--- src/rtl/llswt_pkg.sv ---
// Package for the segment window tracker: function codes, widths,
// default sizes and the constants of the millisecond rounding.
// No dependencies.
`default_nettype none

package llswt_pkg;

    localparam int FUNC_W = 3;
    localparam int WD_W   = 7;
    localparam int WORD_W = 32;
    localparam int PART_IDX_W = 8;
    localparam int TIME_W = 64;

    localparam int RING_DEPTH_DEF = 64;
    localparam int PART_LIMIT_DEF = 16;
    localparam logic [WD_W-1:0] WINDOW_DEPTH_RST = 7'd64;

    // (d + 500) / 1000 is taken as ((d + 500) >> 3) / 125.
    // The quotient by 125 comes from a truncated reciprocal of 2^37 / 125,
    // low by at most one, then fixed with one compare.
    localparam int MS_Y_W   = 30;
    localparam int MS_Q_W   = 24;
    localparam int MS_SHIFT = 37;
    localparam int MS_PROD_W = 61;
    localparam logic [30:0] MS_RECIP = 31'd1099511627;
    localparam logic [32:0] ROUND_US = 33'd500;
    localparam logic [MS_Y_W-1:0] MS_DIV = 30'd125;

    typedef enum logic [FUNC_W-1:0] {
        FN_PUSH_SEG  = 3'd0,
        FN_PUSH_PART = 3'd1,
        FN_CLOSE     = 3'd2,
        FN_QUERY     = 3'd3,
        FN_ENABLE_LL = 3'd4
    } t_func;

endpackage

`default_nettype wire

--- src/rtl/ll_segment_window_tracker.sv ---
// Segment window tracker top level: four-stage pipeline with the window
// state updated in the last stage. Depends on llswt_pkg.
`default_nettype none

// Channel   Direction  Handshake                    Payload
// in        input      i_in_valid / o_in_ready      func, size_bytes, duration_us,
//                                                   want_seg, want_part
// out       output     o_out_valid / i_out_ready    status .. target_duration_us
// cfg       input      i_cfg_we                     i_cfg_wdata (window_depth)
//
// One item per cycle while no result waits untaken; an item passes through stages
// 1, 2 and 3 into the result register before its output transfer.
// The millisecond rounding takes two stages (reciprocal multiply, then fix-up),
// the part-count memory read runs beside the fix-up, and the window state
// updates in the last. When a result waits and is not taken, the whole pipeline
// holds. Synchronous reset clears the pipeline and the window; the part-count
// memory needs no clearing, only entries inside the window are ever used.

module ll_segment_window_tracker
#(
    parameter int RING_DEPTH = llswt_pkg::RING_DEPTH_DEF,
    parameter int PART_LIMIT = llswt_pkg::PART_LIMIT_DEF
)
(
    input  wire logic                                  i_clk,
    input  wire logic                                  i_rst_n,

    input  wire logic                                  i_cfg_we,
    input  wire logic [llswt_pkg::WD_W-1:0]            i_cfg_wdata,

    input  wire logic                                  i_in_valid,
    output logic                                       o_in_ready,
    input  wire logic [llswt_pkg::FUNC_W-1:0]          i_func,
    input  wire logic [llswt_pkg::WORD_W-1:0]          i_size_bytes,
    input  wire logic [llswt_pkg::WORD_W-1:0]          i_duration_us,
    input  wire logic [llswt_pkg::WORD_W-1:0]          i_want_seg,
    input  wire logic [llswt_pkg::PART_IDX_W-1:0]      i_want_part,

    output logic                                       o_out_valid,
    input  wire logic                                  i_out_ready,
    output logic                                       o_status,
    output logic [llswt_pkg::WORD_W-1:0]               o_seq,
    output logic [llswt_pkg::WORD_W-1:0]               o_part_offset,
    output logic [llswt_pkg::TIME_W-1:0]               o_start_ms,
    output logic                                       o_available,
    output logic                                       o_store_ready,
    output logic                                       o_ll_ready,
    output logic [llswt_pkg::WORD_W-1:0]               o_oldest_seq,
    output logic [$clog2(RING_DEPTH+1)-1:0]            o_entry_count,
    output logic [llswt_pkg::WORD_W-1:0]               o_target_duration_us
);

    import llswt_pkg::*;

    localparam int CNT_W     = $clog2(RING_DEPTH + 1);
    localparam int CMP_W     = (CNT_W > WD_W) ? CNT_W : WD_W;
    localparam int PART_W    = $clog2(PART_LIMIT + 1);
    localparam int MEM_AW    = $clog2(RING_DEPTH);
    localparam int MEM_DEPTH = 1 << MEM_AW;

    typedef struct packed {
        logic [FUNC_W-1:0]     func;
        logic [WORD_W-1:0]     size;
        logic [WORD_W-1:0]     dur;
        logic [WORD_W-1:0]     ask_seg;
        logic [PART_IDX_W-1:0] ask_part;
    } t_item;

    typedef struct packed {
        t_item             item;
        logic [MS_Y_W-1:0] y;
        logic [MS_Q_W-1:0] q0;
    } t_s2;

    typedef struct packed {
        t_item             item;
        logic [MS_Q_W-1:0] ms_add;
        logic [PART_W-1:0] parts;
    } t_s3;

    function automatic logic [CNT_W-1:0] clamp_depth(input logic [WD_W-1:0] d);
        logic [CMP_W-1:0] ext;
        ext = CMP_W'(d);
        if (ext == '0) begin
            return CNT_W'(1);
        end else if (ext > CMP_W'(RING_DEPTH)) begin
            return CNT_W'(RING_DEPTH);
        end
        return CNT_W'(ext);
    endfunction

    logic en;

    // pipeline
    logic         r_s1_valid, r_s2_valid, r_s3_valid;
    t_item        r_s1;
    t_s2          r_s2;
    t_s3          r_s3;
    logic [32:0]  s1_rounded;
    logic [MS_PROD_W-1:0] s1_prod;
    logic [MS_Y_W-1:0]    s2_q125;
    logic [MS_Y_W-1:0]    s2_rem;
    logic [MS_Q_W-1:0]    s2_ms_add;

    // part-count store, indexed by sequence number
    logic [PART_W-1:0] r_seg_parts [MEM_DEPTH];
    logic              mem_we;
    logic [MEM_AW-1:0] mem_waddr;
    logic [PART_W-1:0] mem_wdata;
    logic [MEM_AW-1:0] mem_raddr;

    // window state
    logic [CNT_W-1:0]  r_eff_depth;
    logic [CNT_W-1:0]  r_ring_count, n_ring_count;
    logic [WORD_W-1:0] r_oldest, n_oldest;
    logic [WORD_W-1:0] r_next, n_next;
    logic [TIME_W-1:0] r_elapsed, n_elapsed;
    logic [WORD_W-1:0] r_max_dur, n_max_dur;
    logic [WORD_W-1:0] r_live_num, n_live_num;
    logic [WORD_W-1:0] r_live_len, n_live_len;
    logic [PART_W-1:0] r_live_parts, n_live_parts;
    logic              r_ll_on, n_ll_on;

    // result register
    logic              r_out_valid;
    logic              r_status, n_status;
    logic [WORD_W-1:0] r_seq, n_seq;
    logic [WORD_W-1:0] r_poff, n_poff;
    logic [TIME_W-1:0] r_start, n_start;
    logic              r_avail, n_avail;

    logic              full;
    logic [TIME_W:0]   elapsed_sum;
    logic [WORD_W:0]   len_sum;
    logic [WORD_W-1:0] q_off;
    logic              q_in_window;
    logic [PART_IDX_W-1:0] q_stored;
    logic [PART_IDX_W-1:0] q_live;

    assign en         = !r_out_valid || i_out_ready;
    assign o_in_ready = en && i_rst_n;

    // stage 1 -> 2: reciprocal multiply
    assign s1_rounded = {1'b0, r_s1.dur} + ROUND_US;
    assign s1_prod    = MS_PROD_W'(s1_rounded[32:3]) * MS_PROD_W'(MS_RECIP);

    // stage 2 -> 3: fix the quotient up by one where the remainder overflows
    assign s2_q125   = (MS_Y_W'(r_s2.q0) << 7) - (MS_Y_W'(r_s2.q0) << 1) - MS_Y_W'(r_s2.q0);
    assign s2_rem    = r_s2.y - s2_q125;
    assign s2_ms_add = (s2_rem >= MS_DIV) ? r_s2.q0 + MS_Q_W'(1) : r_s2.q0;

    always_ff @(posedge i_clk) begin
        if (!i_rst_n) begin
            r_s1_valid  <= 1'b0;
            r_s2_valid  <= 1'b0;
            r_s3_valid  <= 1'b0;
            r_out_valid <= 1'b0;
        end else if (en) begin
            r_s1_valid  <= i_in_valid;
            r_s2_valid  <= r_s1_valid;
            r_s3_valid  <= r_s2_valid;
            r_out_valid <= r_s3_valid;
        end
    end

    always_ff @(posedge i_clk) begin
        if (en) begin
            r_s1.func      <= i_func;
            r_s1.size      <= i_size_bytes;
            r_s1.dur       <= i_duration_us;
            r_s1.ask_seg   <= i_want_seg;
            r_s1.ask_part  <= i_want_part;
            r_s2.item      <= r_s1;
            r_s2.y         <= s1_rounded[32:3];
            r_s2.q0        <= s1_prod[MS_PROD_W-1:MS_SHIFT];
            r_s3.item      <= r_s2.item;
            r_s3.ms_add    <= s2_ms_add;
            // forward the entry written at the same edge
            if (mem_we && mem_waddr == mem_raddr) begin
                r_s3.parts <= mem_wdata;
            end else begin
                r_s3.parts <= r_seg_parts[mem_raddr];
            end
        end
    end

    // part-count memory: write from the update stage, read for the next query
    assign mem_we    = en && r_s3_valid &&
                       (r_s3.item.func == FN_PUSH_SEG || r_s3.item.func == FN_CLOSE);
    assign mem_waddr = r_next[MEM_AW-1:0];
    assign mem_wdata = (r_s3.item.func == FN_CLOSE) ? r_live_parts : '0;
    assign mem_raddr = r_s2.item.ask_seg[MEM_AW-1:0];

    always_ff @(posedge i_clk) begin
        if (mem_we) begin
            r_seg_parts[mem_waddr] <= mem_wdata;
        end
    end

    // update stage
    assign full        = r_ring_count >= r_eff_depth;
    assign elapsed_sum = {1'b0, r_elapsed} + (TIME_W + 1)'(r_s3.ms_add);
    assign len_sum     = {1'b0, r_live_len} + {1'b0, r_s3.item.size};
    assign q_off       = r_s3.item.ask_seg - r_oldest;
    assign q_in_window = (r_ring_count != '0) && (q_off < WORD_W'(r_ring_count));
    assign q_stored    = PART_IDX_W'(r_s3.parts);
    assign q_live      = PART_IDX_W'(r_live_parts);

    always_comb begin
        n_ring_count = r_ring_count;
        n_oldest     = r_oldest;
        n_next       = r_next;
        n_elapsed    = r_elapsed;
        n_max_dur    = r_max_dur;
        n_live_num   = r_live_num;
        n_live_len   = r_live_len;
        n_live_parts = r_live_parts;
        n_ll_on      = r_ll_on;
        n_status     = 1'b0;
        n_seq        = '0;
        n_poff       = '0;
        n_start      = '0;
        n_avail      = 1'b0;

        unique case (r_s3.item.func)
            FN_PUSH_SEG, FN_CLOSE: begin
                // evict the oldest when full, then append at the next number
                if (full) begin
                    n_oldest = r_oldest + 1'b1;
                end else begin
                    n_ring_count = r_ring_count + 1'b1;
                end
                n_seq     = r_next;
                n_start   = r_elapsed;
                n_elapsed = elapsed_sum[TIME_W] ? '1 : elapsed_sum[TIME_W-1:0];
                n_next    = r_next + 1'b1;
                if (r_s3.item.dur > r_max_dur) begin
                    n_max_dur = r_s3.item.dur;
                end
                if (r_s3.item.func == FN_CLOSE) begin
                    n_live_len   = '0;
                    n_live_parts = '0;
                    n_live_num   = r_next + 1'b1;
                end
            end
            FN_PUSH_PART: begin
                n_seq = r_live_num;
                if (r_live_parts >= PART_W'(PART_LIMIT)) begin
                    n_status = 1'b1;
                end else begin
                    n_poff       = r_live_len;
                    n_live_parts = r_live_parts + 1'b1;
                    n_live_len   = len_sum[WORD_W] ? '1 : len_sum[WORD_W-1:0];
                end
            end
            FN_QUERY: begin
                // a closed segment with no parts still answers for part zero
                n_avail = ((r_live_num == r_s3.item.ask_seg) &&
                           (q_live > r_s3.item.ask_part)) ||
                          (q_in_window &&
                           ((q_stored > r_s3.item.ask_part) ||
                            (r_s3.item.ask_part == '0 && q_stored == '0)));
            end
            FN_ENABLE_LL: begin
                n_ll_on    = r_s3.item.dur != '0;
                n_live_num = r_next;
            end
            default: begin
                // unknown function: no state change
            end
        endcase
    end

    always_ff @(posedge i_clk) begin
        if (!i_rst_n) begin
            r_eff_depth  <= clamp_depth(WINDOW_DEPTH_RST);
            r_ring_count <= '0;
            r_oldest     <= '0;
            r_next       <= '0;
            r_elapsed    <= '0;
            r_max_dur    <= '0;
            r_live_num   <= '0;
            r_live_len   <= '0;
            r_live_parts <= '0;
            r_ll_on      <= 1'b0;
        end else begin
            if (i_cfg_we) begin
                r_eff_depth <= clamp_depth(i_cfg_wdata);
            end
            if (en && r_s3_valid) begin
                r_ring_count <= n_ring_count;
                r_oldest     <= n_oldest;
                r_next       <= n_next;
                r_elapsed    <= n_elapsed;
                r_max_dur    <= n_max_dur;
                r_live_num   <= n_live_num;
                r_live_len   <= n_live_len;
                r_live_parts <= n_live_parts;
                r_ll_on      <= n_ll_on;
            end
        end
    end

    always_ff @(posedge i_clk) begin
        if (en) begin
            r_status <= n_status;
            r_seq    <= n_seq;
            r_poff   <= n_poff;
            r_start  <= n_start;
            r_avail  <= n_avail;
        end
    end

    assign o_out_valid          = r_out_valid;
    assign o_status             = r_status;
    assign o_seq                = r_seq;
    assign o_part_offset        = r_poff;
    assign o_start_ms           = r_start;
    assign o_available          = r_avail;
    // window status follows the state left by the last committed item
    assign o_store_ready        = r_ring_count != '0;
    assign o_ll_ready           = r_ll_on && (r_ring_count != '0 || r_live_parts != '0);
    assign o_oldest_seq         = r_oldest;
    assign o_entry_count        = r_ring_count;
    assign o_target_duration_us = r_max_dur;

endmodule

`default_nettype wire

--- config.mk ---
export PLATFORM = sky130hd
export DESIGN_NAME = ll_segment_window_tracker
export DESIGN_NICKNAME = d
export VERILOG_FILES = /design/src/rtl/llswt_pkg.sv /design/src/rtl/ll_segment_window_tracker.sv
export SDC_FILE = /design/constraint.sdc
export NUM_CORES = 2
export LEC_CHECK = 0
export BUFFER_PORTS_ARGS = -buffer_cell sky130_fd_sc_hd__buf_4
export CELL_PAD_IN_SITES_DETAIL_PLACEMENT = 1
export CELL_PAD_IN_SITES_GLOBAL_PLACEMENT = 2
export CORE_ASPECT_RATIO = 1.75
export CORE_MARGIN = 4
export CORE_UTILIZATION = 25
export DETAILED_ROUTE_END_ITERATION = 16
export GPL_ROUTABILITY_DRIVEN = 1
export PLACE_DENSITY = 0.55
export REMOVE_ABC_BUFFERS = 1
export SLEW_MARGIN = 40
export SYNTH_ARGS = -nofsm -noshare
export SYNTH_HDL_FRONTEND = slang
export SYNTH_SLANG_ARGS = --single-unit
export TNS_END_PERCENT = 1
--- constraint.sdc ---
create_clock -name i_clk -period 18.9 [get_ports i_clk]
set_input_delay 0.945 -clock i_clk [delete_from_list [all_inputs] [get_ports i_clk]]
set_output_delay 0.945 -clock i_clk [all_outputs]
set_load 0.02 [all_outputs]
==> impl_metrics.yaml <==
run_status:
  status: "complete, no violations"
routing:
  drc: 0
  first_iter_violations: 1447
  vias: 41500
  routedWlPerCell_um: 24.1
  drt-total-wl_mm: 219
  via_per_inst: 4.57
  ant_nets: 0
  dr.pass1.iters: 5
finish:
  final_cell_area_mm2: 0.0750
  fill_cells: 27900
  final_nets: 6680
  layout_common_cells: "854 x edfxtp_1, 681 x inv_1, 575 x ha_1, 391 x buf_4, 346 x fa_1"
  stdcell_count: 9074
  final_layout_size_suffix_gt1_frac: 0.136
  final_common_cell: "edfxtp_1"
  area_delta_synth_final_pct: 16.8
logic_synthesis:
  yosysSeqAreaShare: 0.477
  synth.avg_cell_area_um2: 12.2
  synth_area_mm2: 0.0642
  synth_cells: 5278
  synth-edff-count: 854
  synth_top_area_frac: 0.400
  ys_ff_latch: 1102
  yosys.area.top_type: "edfxtp_1"
  synth_flop_cell: "edfxtp_1"
  synth.yosys.warnings: 0
  ys_top_cells_by_area: "edfxtp_1 40%, ha_1 11%, fa_1 11%, dfxtp_1 7.7%, inv_1 4.0%"
  async_reset_ff_frac: 0
  ys_types: 94
sta:
  worstMarginPinSlew_ns: 0.824
  finClkSkew_ns: 0.0750
  relSlewSlack: 0.445
  finalCriticalPeriod_ns: 10.18
  fmax_mhz: 98.3
  worst_hold_slack_ns: 0.341
  hold_viol_final: 0
  rsz0062_at_grt: "false"
  setup_violations: 0
  slew_violations: 0
  finalCritPeriodShare: 0.539
  fin_ws_ns: 8.72
floorplanning:
  io_pins: 324
  die_h_um: 678
  die_area_mm2: 0.265
  core-area_mm2: 0.255
  dieWidth_um: 391
  initial_core_util: 0.252
  row_count: 245
setup_path:
  cp_slowest_cell: "or4_1"
  crit_top_cell: "fa_1"
  startpoint_type: "register"
  crit_arrival_ns: 10.70
  r2r_start: "r_s1[44]$_DFFE_PN_"
  cp-end-kind: "register"
  cp.required_ns: 19.42
  reg2reg_slack_ns: 8.72
  max_stage_delay_ns: 0.61
  r2r-end: "r_s2[18]$_DFFE_PN_"
  rr_worst_depth: 32
  path_class: "register to register"
  critPathMaxFanout: 8
power:
  p_total_mw: 12.8
  power_density_mw_per_mm2: 171
  p_leak_nw: 30.5
  vdd_drop_max_mv: 0.179
min_path:
  hold_path.class: "primary input to register"
  whs_path_depth: 1
  hp-start: "i_want_seg[11]"
  hold_end: "r_s1[19]$_DFFE_PN_"
global_route:
  grt_pass1_wl_mm: 319
  grt_max_degree: 155
  grt-ovfl-total: 0
  track_usage: 0.163
  antenna_found_initial: 10
  grt_pass1_vias: 46100
clock_tree:
  holdBufCountCts: 0
  cts_setup_buffers: 0
  cts-htree-levels: 3
  cts_buffers: 114
  clock_latency_ns: 0.78
  cts.sinks: 1102
  clk_pin_slew_ns: 0.06
  cts.path.max_buffers: 3
  cts_resized: 0
  cts_root_buffer: "clkbuf_16"
  cts_tree: "yes"
placed_design:
  dp_cells: 8857
  post-place-ws_ns: 8.55
  place_area_mm2: 0.0710
  dp_hpwl_mm: 174
  gp_congestion: 0.873
  io_buffers: 323
run:
  drv_cap: 0
-- cell type report --
type | instances | area (µm²) | area share
multi-input cells | 3333 | 30500 | 0.407
clock inverters | 81 | 896 | 0.0120
repair buffers | 405 | 3130 | 0.0418
well taps | 3334 | 4170 | 0.0556
clock buffers | 134 | 3040 | 0.0405
diodes | 1 | 2.50 | 0.0000334
flip-flops and latches | 1102 | 30600 | 0.408
inverters | 684 | 2570 | 0.0343
-- cells in the mapped netlist (10+ instances only) --
cell / count
o211ai_1: 21
nor3_1: 69
nand2b_1: 23
o21bai_1: 22
mux2i_1: 12
nand3b_1: 11
a21oi_1: 200
nor2_1: 333
a21o_1: 92
a211oi_1: 37
a31oi_1: 36
nor2b_1: 37
and3_1: 59
nand3_1: 130
fa_1: 346
inv_1: 681
xor2_1: 102
dfxtp_1: 248
ha_1: 575
or2_2: 16
edfxtp_1: 854
nand2_1: 244
mux4_2: 105
clkbuf_1: 121
buf_1: 26
and2_1: 112
xnor2_1: 183
a311oi_1: 13
o2111ai_1: 13
nor4_1: 39
o21a_1: 27
buf_2: 10
o21ai_0: 179
and4_1: 10
nand4_1: 69
or3_1: 37
a22o_1: 32
-- metal layers --
metal	wire, µm	vias to the layer above	track usage
met5	0	-	0
met1	84500	21200	0.181
met2	121000	656	0.319
met3	6570	243	0.0192
li1	-	19400	-
met4	7410	0	0.0518
-- through the flow --
| step | setup TNS [ns] | utilization |
|---|---|---|
| 2_1_floorplan | -285.33 | - |
| 3_3_place_gp | 0 | 0.278 |
| 3_5_place_dp | 0 | 0.278 |
| 4_1_cts | 0 | 0.294 |
| 5_1_grt | 0 | 0.294 |
| 6_report | 0 | 0.294 |
-- report_power, final --
part | internal (mW) | switching, mW | total (mW)
logic | 3.06 | 4.47 | 7.53
clock network | 1.33 | 1.07 | 2.40
registers | 2.79 | 0.108 | 2.90
total | 7.18 | 5.65 | 12.8
-- logic make-up (layout without fill, tap and decap cells) --
logic type	count (synthesis)	after routing	share of synthesized area
compound gates	785	785	0.0803
xor+xnor	285	285	0.0389
fa+ha+maj	921	921	0.220
buf+inv	843	1304	0.0497
flops	1102	1102	0.477
mux	125	125	0.0401
other cells	0	1	0
simple gates	1217	1217	0.0938
-- worst max path at each step --
stage                            start                    endpoint  slack, ns
floorplan                  i_out_ready  r_elapsed[29]$_SDFFE_PN0P_      -1.73
global placement    r_s1[44]$_DFFE_PN_          r_s2[18]$_DFFE_PN_       8.22
detailed placement  r_s1[44]$_DFFE_PN_          r_s2[18]$_DFFE_PN_       8.55
CTS                 r_s1[44]$_DFFE_PN_          r_s2[18]$_DFFE_PN_       8.60
global route        r_s1[44]$_DFFE_PN_          r_s2[18]$_DFFE_PN_       8.12
finish              r_s1[44]$_DFFE_PN_          r_s2[18]$_DFFE_PN_       8.72
-- registers in the layout, summed over array words and instances, names as in the netlist, 6 cells and up --
| register | cells |
|---|---|
| r_eff_depth | 7 |
| r_seg_parts | 320 |
| r_elapsed | 64 |
| o_seq | 32 |
| o_oldest_seq | 32 |
| o_part_offset | 32 |
| mem_raddr | 6 |
| r_s2 | 155 |
| r_live_num | 32 |
| o_start_ms | 64 |
| r_s3 | 131 |
| r_s1 | 107 |
| o_entry_count | 7 |
| r_live_len | 32 |
| r_next | 32 |
| o_target_duration_us | 32 |
-- worst max-delay path: cells and delay by family, from the launching register on --
kind / cells / cell delay, ns
AOI/OAI and AO/OA: 8 / 1.87
and+or+nand+nor: 7 / 1.53
buffers and inverters: 6 / 0.95
DFF: 1 / 0.46
adders and majority gates: 9 / 4.52
xor gates and xnor gates: 2 / 0.65
Note: power is estimated with default switching activity, not from simulation.
